### src/hw/rtl/chte_bucket_ram.sv
// chte_bucket_ram: bucket head memory with a registered read
// no dependencies; contents are cleared by the top level after reset
module chte_bucket_ram #(
  parameter int NumBuckets = 64,
  parameter int LinkW = 9,
  parameter int BW = 6
) (
  input  logic             clk,
  input  logic [BW-1:0]    rd_addr,
  input  logic             rd_en,
  output logic [LinkW-1:0] rd_data,
  input  logic             wr_en,
  input  logic [BW-1:0]    wr_addr,
  input  logic [LinkW-1:0] wr_data
);

  logic [LinkW-1:0] mem [NumBuckets];

  always_ff @(posedge clk) begin
    if (wr_en) begin
      mem[wr_addr] <= wr_data;
    end
    if (rd_en) begin
      rd_data <= mem[rd_addr];
    end
  end

endmodule

### config.mk
export PLATFORM = sky130hd
export DESIGN_NAME = chte_bucket_ram
export DESIGN_NICKNAME = d
export VERILOG_FILES = /design/src/hw/rtl/chte_bucket_ram.sv
export SDC_FILE = /design/constraint.sdc
export NUM_CORES = 1
export LEC_CHECK = 0
export ABC_CLOCK_PERIOD_IN_PS = 2800
export BUFFER_PORTS_ARGS = -buffer_cell sky130_fd_sc_hd__buf_2
export CORE_ASPECT_RATIO = 0.6
export CORE_MARGIN = 2
export CORE_UTILIZATION = 47
export DETAILED_ROUTE_END_ITERATION = 12
export GPL_TIMING_DRIVEN = 1
export PLACE_DENSITY = 0.73
export SLEW_MARGIN = 15
export SYNTH_ARGS = -nofsm -noshare
export SYNTH_HDL_FRONTEND = slang
export SYNTH_SLANG_ARGS = --single-unit
### constraint.sdc
create_clock -name clk -period 2.8 [get_ports clk]
set_clock_uncertainty 0.1 [all_clocks]
set_input_delay 0.42 -clock clk [delete_from_list [all_inputs] [get_ports clk]]
set_output_delay 0.42 -clock clk [all_outputs]
set_load 0.02 [all_outputs]
* Word-level counts from Yosys, hierarchy flattened
Memory sizes are Yosys's and may differ from the RTL's. A register that Yosys moved wholly into a read port is not among the register bits. Index checks and enable logic that the tools add are counted.
Word-level totals: output and inout bits 9, memory bits (writable) 576, register bits 0, word-level logic and storage cells 3, memories 1
Memory list:
- mem | depth 64, bits a word 9, read ports 1, clocked after memory_dff 1, write ports 1, line 17 | logic [LinkW-1:0] mem [NumBuckets];
Operators by class: multiplexer cells 2
Operators by type and width (number):
- 2-to-1 mux 1 bit | 2

* Depth between registers and ports, before layout
Gate-level depths: netlist of the first run.
depth in word-level cells 2, gate-level depth with buffers 9, gate-level depth less buffers 5

* Least setup slack after synthesis of the first run
OpenSTA, ideal clock, no wires.
kind input -> register, start point in rd_addr[1], end point reg rd_data[2], read port of mem, data pin, slack 0.398 ns, data required time 2.439 ns, buffers on the path 3, setup time 0.261 ns, arrival 2.041 ns, cell stages on the path 7, cells stage by stage buf_2 > buf_2 > clkbuf_1 > mux4_2 > a22oi_1 > nand2_1 > a221o_1
RTL lines:
- start, declared | line 9 | input logic [BW-1:0] rd_addr,
- end, declared | line 11 | output logic [LinkW-1:0] rd_data,

==> results of run 1 <==
[flip-flops by register name, summed over array words and instances (netlist names)]
register and count:
rd_data 9, mem 576
[routing by layer]
layer / GRT usage (%) / vias up / part of all wire (%)
met3: 8.412 / 91 / 14
met4: 4.319 / 0 / 2.0
met5: 0 / - / 0
li1: - / 4604 / -
met2: 29.41 / 653 / 42
met1: 33.24 / 5862 / 42
[cells in the mapped netlist (all sizes together)]
cell type,instances,area (µm²)
nor2b,14,87.58
and2,4,25.02
nand3,12,60.06
or3,1,6.260
nand3b,3,22.52
a2111oi,6,52.55
nor3,2,10.01
inv,1,3.750
nor2,70,262.8
or3b,1,8.760
nand2b,6,37.54
nand4b,1,8.760
mux2,4,45.04
nand4,2,12.51
nor3b,1,7.510
o221ai,5,43.79
o211ai,5,37.54
edfxtp,585,17570
buf,31,237.7
mux2i,22,220.2
nand2,24,90.09
o21ai,5,25.02
o21bai,3,22.52
mux4,151,3431
a211oi,3,22.52
o22ai,8,50.05
a21oi,5,25.02
a22oi,17,127.6
clkbuf,23,86.33
o2111ai,2,17.52
a221o,3,30.03
[cells by family (layout without fill, tap and decap cells)]
group | count (synthesis) | in the layout | synth area share, %
AO/OA/AOI/OAI | 62 | 62 | 2.002
other | 0 | 2 | 0
flip-flops | 585 | 585 | 77.44
AND/OR/NAND/NOR | 141 | 141 | 2.819
multiplexers | 177 | 177 | 16.29
buffers and inverters | 55 | 244 | 1.445
[worst paths after layout]
path | start | to | slack [ns] | cells after the start
max | mem[3][8] | rd_data[8] | 0.33 | 5
min | rd_en | rd_data[3] | 0.17 | 1
max reg2reg | mem[3][8] | rd_data[8] | 0.33 | 5
min reg2reg | mem[60][8] | rd_data[8] | 0.86 | 4
[final cells by class]
type	instances	area, µm²	area share, %
sequential	585	17570	67.74
clock inverter	20	168.9	0.6514
antenna	2	5.005	0.01930
multi-input combinational	380	4790	18.47
inverter	1	3.754	0.01447
clock buffer	63	1321	5.095
timing repair buffer	160	1276	4.921
tap	640	800.8	3.088
[per-stage QoR]
stage	area [µm²]	utilization, %	hold slack [ns]	setup TNS (ns)	worst slack [ns]
after floorplan	22680	-	0.4189	0	0.3981
after global placement	24440	51.22	0.7481	-0.1993	-0.08068
after detailed placement	24440	51.22	0.7483	-0.2320	-0.1236
after CTS	25930	54.35	0.1452	0	0.3419
after global routing	25930	54.35	0.1594	0	0.2142
final	25930	54.36	0.1737	0	0.3278
[power by group through the flow]
| stage | Sequential, µW | Clock [µW] | Combinational [µW] |
|---|---|---|---|
| floorplan | 9930 | 0 | 503 |
| global placement | 9920 | 0 | 961 |
| detailed placement | 9930 | 0 | 978 |
| CTS | 9730 | 6670 | 982 |
| global route | 9730 | 7000 | 1050 |
| finish | 9730 | 6590 | 987 |
[critical path: stages, from the launching register on]
cell,delay (ns)
edfxtp_1,0.37
mux4_1,0.50
nor2b_1,0.15
a2111oi_0,0.66
a2111oi_0,0.16
a221o_1,0.29
==> impl_metrics.ini, run 1 <==
[place]
place_congestion = 0.8542
post-place-cells = 1766
dpl.hpwl_mm = 34.89
port_buffers = 32

[layout]
fin_cells = 1851
layout_commonest_cell = edfxtp_1
area_growth_pct = 14.32
nNetsFinal = 1201
num-fill-cells = 3522
drive_above_1_share_pct = 30.77
mostFrequentLayoutCells = 585 x edfxtp_1, 143 x mux4_2, 118 x buf_4

[detailed_routing]
route.antenna.remaining_nets = 0
route.detailed.drc = 0
drtIter0Drc = 1540
vias = 11210
avgViaCountPerCell = 6.056
dr.pass1.iters = 6
routedWlPerCell_um = 28.61
drt_wl_total_mm = 52.97

[floorplanning]
io_pins = 33
fp.dieW_um = 287.6
die_area_um2 = 50090
start_util_pct = 47.55
die_h_um = 174.2
core_um2 = 47710
row_count = 62

[synth]
synthesis.area_um2 = 22680
postSynthAreaPerCell_um2 = 22.24
ys_seq_area_share_pct = 77.44
syn_nets = 1044
yosys.cell_types.count = 36
synth_seq_cells = 585
synth_warnings = 0
postSynthCellCount = 1020

[min_path]
hp-class = in -> reg

[power]
p_sw_share_pct = 20.99
finalPower_uw = 17310
leakage_uw = 0.008299
pwr-share-clk_pct = 38.1
p_int_uw = 13680
p_switching_uw = 3633
pwr_density_cell_nw_per_um2 = 667.5
pwr-share-comb_pct = 5.7
p_seq_share_pct = 56.2
ir_drop_v = 0.0005914

[sta]
slew_headroom_pct = 30.66
slew_violations = 0
period_needed_ns = 2.472
timing.fmax_mhz = 404.5
setup_violations = 0
hold_viol = 0
fin_crit_sh_pct = 88.29
worstMarginPinSlew_ns = 1.040
grt_setup_unrepaired = false

[flow_run]
max-cap-violations = 0

[cts]
cts_made_buffers = 49
worstSkewPairLatency_ns = 0.58
postCtsSetupBuffers = 0
postCtsResizedCells = 0
postCtsHoldBufs = 0
path_clk_slew_ns = 0.07
tritoncts = done
cts_buffer_depth = 3
clock_sinks = 585
cts_htree_levels = 2
clockRootBuffer = clkbuf_16

[grt]
antenna_found_initial = 2
grt.total_usage_pct = 21.62
overflow = 0
grt_pass1_vias = 11180
grt_pass1_wl_mm = 77.20
grt_max_degree = 54

[run_status]
outcome = complete, no violations

[worst_setup_path]
worstPathArrival_ns = 2.69
required_ns = 3.02
crit_path_start_kind = register
cp-end-kind = register
critical_path_class = reg -> reg
critical_path.max_fanout = 1
No activity file was read; power rests on OpenSTA's default activity.
==> run 2: changes to the inputs <==
Settings changed: CORE_ASPECT_RATIO 0.6 to unset.
==> run 2 against run 1 <==
Flip-flop and latch count unchanged. Sequential share of layout area down 0.30 points. Core utilization is 0.31 points higher. First-iteration DRC count fell by 11%. Final area rose by 0.44%. Via count down 1.7%. Count of clock-buffer cells in the layout grew 4. Combinational power shrank 3.9%. Global-route usage is 0.97 points lower. Register-to-register slack gained 0.15 ns. Non-clock buffer count is 3 lower. Critical path type unchanged. Critical endpoint unchanged. Largest cell class unchanged. Largest power group unchanged.
==> impl_metrics.ini, run 2 (synthesized netlist as in run 1, its figures left out) <==
[detailed_routing]
route.detailed.drc = 0
routedWlPerCell_um = 27.58
dr.pass1.iters = 5
drtIter0Drc = 1371
drt_wl_total_mm = 50.63
vias = 11020
route.antenna.remaining_nets = 0
avgViaCountPerCell = 6.002

[power]
finalPower_uw = 17500
pwr-share-clk_pct = 39.0
leakage_uw = 0.008352
p_sw_share_pct = 20.84
pwr_density_cell_nw_per_um2 = 671.7
p_seq_share_pct = 55.6
ir_drop_v = 0.0004271
pwr-share-comb_pct = 5.4
p_switching_uw = 3647
p_int_uw = 13850

[sta]
timing.fmax_mhz = 430.0
slew_violations = 0
setup_violations = 0
fin_crit_sh_pct = 83.06
hold_viol = 0
grt_setup_unrepaired = false
period_needed_ns = 2.326
worstMarginPinSlew_ns = 0.9502
tns_ns = 0
slew_headroom_pct = 35.02

[layout]
nNetsFinal = 1203
mostFrequentLayoutCells = 585 x edfxtp_1, 143 x mux4_2, 111 x buf_4
largest_reg_flops = 576
drive_above_1_share_pct = 30.57
area_growth_pct = 14.83
fin_cells = 1836
largest_register = mem
top_regs = mem x576, rd_data x9
layout_commonest_cell = edfxtp_1

[worst_setup_path]
cp-end-kind = register
required_ns = 3.05
crit_path_start_kind = register
r2r-start = mem[2][8]
reg2regPathDepth = 5
worstPathArrival_ns = 2.57
crit_start = mem[2][8]
critical_path.max_fanout = 1
critical_path_class = reg -> reg

[place]
dpl.hpwl_mm = 32.29
port_buffers = 32
place_congestion = 0.8275
post-place-cells = 1738

[min_path]
hp-class = in -> reg
min_from = rd_en
hold_depth = 1

[cts]
clockRootBuffer = clkbuf_16
cts_buffer_depth = 3
cts_made_buffers = 54
tritoncts = done
postCtsResizedCells = 0
postCtsHoldBufs = 0
clock_sinks = 585
worstSkewPairLatency_ns = 0.60
cts_htree_levels = 2
path_clk_slew_ns = 0.06
postCtsSetupBuffers = 0

[grt]
grt_max_degree = 65
grt_pass1_wl_mm = 74.82
antenna_found_initial = 2
overflow = 0
grt_pass1_vias = 11140
grt.total_usage_pct = 20.65

[floorplanning]
die_h_um = 223.7
row_count = 80
fp.dieW_um = 223.7
die_area_um2 = 50040
io_pins = 33
core_um2 = 47650
start_util_pct = 47.61

[run_status]
outcome = complete, no violations

[flow_run]
max-cap-violations = 0
[run 2: cell type report]
type	count	area (µm²)
repair buffers	157	1305
flip-flops and latches	585	17570
multi-input cells	380	4790
fillers	3534	21600
inverters	1	3.754
clock inverters	30	188.9
clock buffers	67	1421
diodes	1	2.502
well taps	615	769.5
[run 2: power groups by stage]
stage | Combinational [µW] | Sequential (µW) | Clock [µW]
floorplan | 503 | 9930 | 0
global placement | 928 | 9910 | 0
detailed placement | 951 | 9920 | 0
CTS | 956 | 9730 | 6920
global route | 1010 | 9730 | 7220
finish | 949 | 9730 | 6810
[run 2: metal layers]
| layer | track usage [%] | share of wire, % | vias up | wire length (µm) |
|---|---|---|---|---|
| li1 | - | - | 4622 | - |
| met1 | 28.63 | 39 | 5750 | 19870 |
| met2 | 33.09 | 49 | 549 | 24790 |
| met3 | 4.617 | 9.4 | 94 | 4737 |
| met4 | 6.430 | 2.4 | 4 | 1201 |
| met5 | 0 | 0.061 | - | 31 |
[run 2: stage by stage]
stage                     setup WS [ns]  utilization [%]  area [µm²]  hold slack [ns]
after floorplan                  0.3981                -       22680           0.4189
after global placement          0.01550            51.28       24430           0.7134
after detailed placement       -0.01602            51.28       24430           0.7141
after CTS                        0.4330            54.66       26050          0.08900
after global routing             0.3332            54.66       26050          0.09785
final                            0.4744            54.67       26050           0.1164
[run 2: final timing paths]
check	endpoint	slack, ns
max reg2reg	rd_data[8]	0.47
max	rd_data[8]	0.47
min reg2reg	rd_data[8]	0.84
min	rd_data[5]	0.12
[run 2: worst max-delay path, stage by stage, from the launching register on]
cell	delay, ns
edfxtp_1	0.36
mux4_1	0.48
nor2b_1	0.14
a2111oi_0	0.49
a2111oi_0	0.19
a221o_1	0.30
==> run 3: changes to the inputs <==
Settings changed: ABC_AREA set to 1, ABC_CLOCK_PERIOD_IN_PS 2800 to 2280.
Clock period 2.8 ns to 2.28 ns, I/O delays scaled along.
==> run 3 against run 2 <==
Wire length rose by 19%. Clock power is 44% higher. Combinational power grew 56%. Core utilization is 0.18 points lower. Total power rose by 33%. Cell count up 54%. Critical path depth fell by 4. Final area is 4.9% higher. Critical endpoint is now rd_data[8].
==> impl_metrics.ini, run 3 <==
[worst_setup_path]
critical_path.max_fanout = 1
cp-end-kind = output port
critPathBufInv = 1
r2r_slack_ns = 0.63
path_delay_family = flip-flops
slowest_delay_ns = 0.51
crit_path_cell_trace = buf_2
crit_path_start_kind = register
crit_slowest_cell = edfxtp_1
required_ns = 1.84
critical_path_class = reg -> out
crit_start = rd_data[8]
timing.rr.end = rd_data[7]
reg2regPathDepth = 8
worstPathArrival_ns = 1.34
r2r-start = mem[25][7]

[floorplanning]
io_pins = 33
die_h_um = 229.5
row_count = 82
fp.dieW_um = 229.5
core_um2 = 50170
start_util_pct = 47.62
die_area_um2 = 52650

[cts]
cts_made_buffers = 56
tritoncts = done
postCtsHoldBufs = 0
worstSkewPairLatency_ns = 0.62
cts_htree_levels = 2
postCtsResizedCells = 0
cts_buffer_depth = 3
path_clk_slew_ns = 0.06
clock_sinks = 585
clockRootBuffer = clkbuf_16
postCtsSetupBuffers = 0

[place]
port_buffers = 32
place_congestion = 0.8925
post-place-cells = 2719
dpl.hpwl_mm = 35.13
placed_cell_area_um2 = 25380

[synth]
yosysMostFrequentCell = nand2_1
yosys.area_share.adder_pct = 0
synth_warnings = 0
synth_compound_area_share_pct = 0
ys_seq_area_share_pct = 73.53
synth_seq_cells = 585
synth_mux_area_share_pct = 0
synth_top_area_share_pct = 73.53
ys_top_cells_by_count = 729 x nand2_1, 585 x edfxtp_1, 493 x nand3_1
ys.flop_type = edfxtp_1
synth_top_family_by_area = simple AND/OR/NAND/NOR gates
syn_nets = 2040
synthesis.area_um2 = 23890
synth_simple_gate_area_share_pct = 23.11
yosys.cell_types.count = 16
yosys.area.top_type = edfxtp_1
postSynthCellCount = 2016
synth.area.top_cells = edfxtp_1 74%, nand2_1 11%, nand3_1 10%
postSynthAreaPerCell_um2 = 11.85
ys_async_sr_fraction_pct = 0
synth-xor-area-share_pct = 0
synth_edf_count = 585

[layout]
largest_reg_flops = 576
mostFrequentLayoutCells = 729 x nand2_1, 585 x edfxtp_1, 493 x nand3_1
drive_above_1_share_pct = 11.25
nNetsFinal = 2129
largest_register = mem
final_core_util_pct = 54.49
area_growth_pct = 14.43
fin_cells = 2824
stdcell_area_um2 = 27340
layout_commonest_cell = nand2_1
top_regs = mem x576, rd_data x9

[sta]
period_needed_ns = 1.785
timing.fmax_mhz = 560.1
worstMarginPinSlew_ns = 0.8658
hold_viol = 0
setup_violations = 0
tns_ns = 0
holdWs_ns = 0.05537
fin_crit_sh_pct = 78.31
grt_setup_unrepaired = false
slew_violations = 0
slew_headroom_pct = 42.28

[detailed_routing]
route.antenna.remaining_nets = 0
dr.pass1.iters = 6
drt_wl_total_mm = 60.20
avgViaCountPerCell = 5.679
vias = 16040
route.detailed.drc = 0
drtIter0Drc = 1985
routedWlPerCell_um = 21.32

[power]
leakage_uw = 0.009952
p_int_uw = 18200
p_seq_share_pct = 51.4
pwr-share-comb_pct = 6.4
ir_drop_v = 0.0006080
pwr_density_cell_nw_per_um2 = 851.2
pwr-share-clk_pct = 42.3
p_sw_share_pct = 21.80
p_switching_uw = 5072

[grt]
grt_max_degree = 91
grt_pass1_wl_mm = 91.96
antenna_found_initial = 3
grt.total_usage_pct = 22.95
overflow = 0
grt_pass1_vias = 15630

[min_path]
hold_depth = 1
min_to = rd_data[3]
hp-class = in -> reg
min_from = rd_en

[flow_run]
max-cap-violations = 0

[run_status]
outcome = complete, no violations
## run 3: cell types whose count changed in the layout (fill, tap and decap cells not counted), sizes merged, moves of 14 or more
| cell | before | now |
|---|---|---|
| mux4 | 151 | 0 |
| nand3 | 12 | 493 |
| nor2b | 14 | 0 |
| a22oi | 17 | 0 |
| mux2i | 22 | 0 |
| nor2 | 70 | 56 |
| nand2 | 24 | 729 |
## run 3: power by group through the flow
| stage | logic [µW] | clock network [µW] | registers, µW |
|---|---|---|---|
| after global routing | 1600 | 10300 | 12000 |
| after detailed placement | 1450 | 0 | 12200 |
| after CTS | 1460 | 9900 | 12000 |
| after floorplan | 800 | 0 | 12200 |
| after global placement | 1430 | 0 | 12200 |
| final | 1480 | 9830 | 12000 |
## run 3: layout make-up
type / instances / area, µm²
fill: 4035 / 22830
sequential: 585 / 17570
multi-input combinational: 1295 / 5520
clock buffer: 65 / 1478
timing repair buffer: 155 / 1395
tap: 672 / 840.8
clock inverter: 39 / 478.0
inverter: 12 / 55.05
antenna: 1 / 2.502
## run 3: cells by family after synthesis
logic type	after synthesis
flops	585
buf+inv	136
simple gates	1295
## run 3: worst max path at each step
stage          cells after the start    endpoint  slack, ns
3_5_place_dp                      11  rd_data[7]       0.01
4_1_cts                            1  rd_data[8]       0.49
2_1_floorplan                      3  mem[48][0]      -0.03
3_3_place_gp                      11  rd_data[7]       0.04
6_report                           1  rd_data[8]       0.49
5_1_grt                            1  rd_data[8]       0.48
## run 3: stage by stage
step,power (µW),setup WS [ns]
finish,23270,0.4946
global route,23850,0.4758
CTS,23320,0.4936
detailed placement,13640,0.01406
global placement,13610,0.04290
floorplan,12990,-0.02660
## run 3: per-layer routing
metal | global-route usage [%] | part of all wire, % | wire, µm
met5 | 0 | 0.048 | 29
met2 | 36.61 | 47 | 28220
met1 | 30.93 | 39 | 23570
met3 | 5.092 | 11 | 6328
met4 | 8.644 | 3.4 | 2060
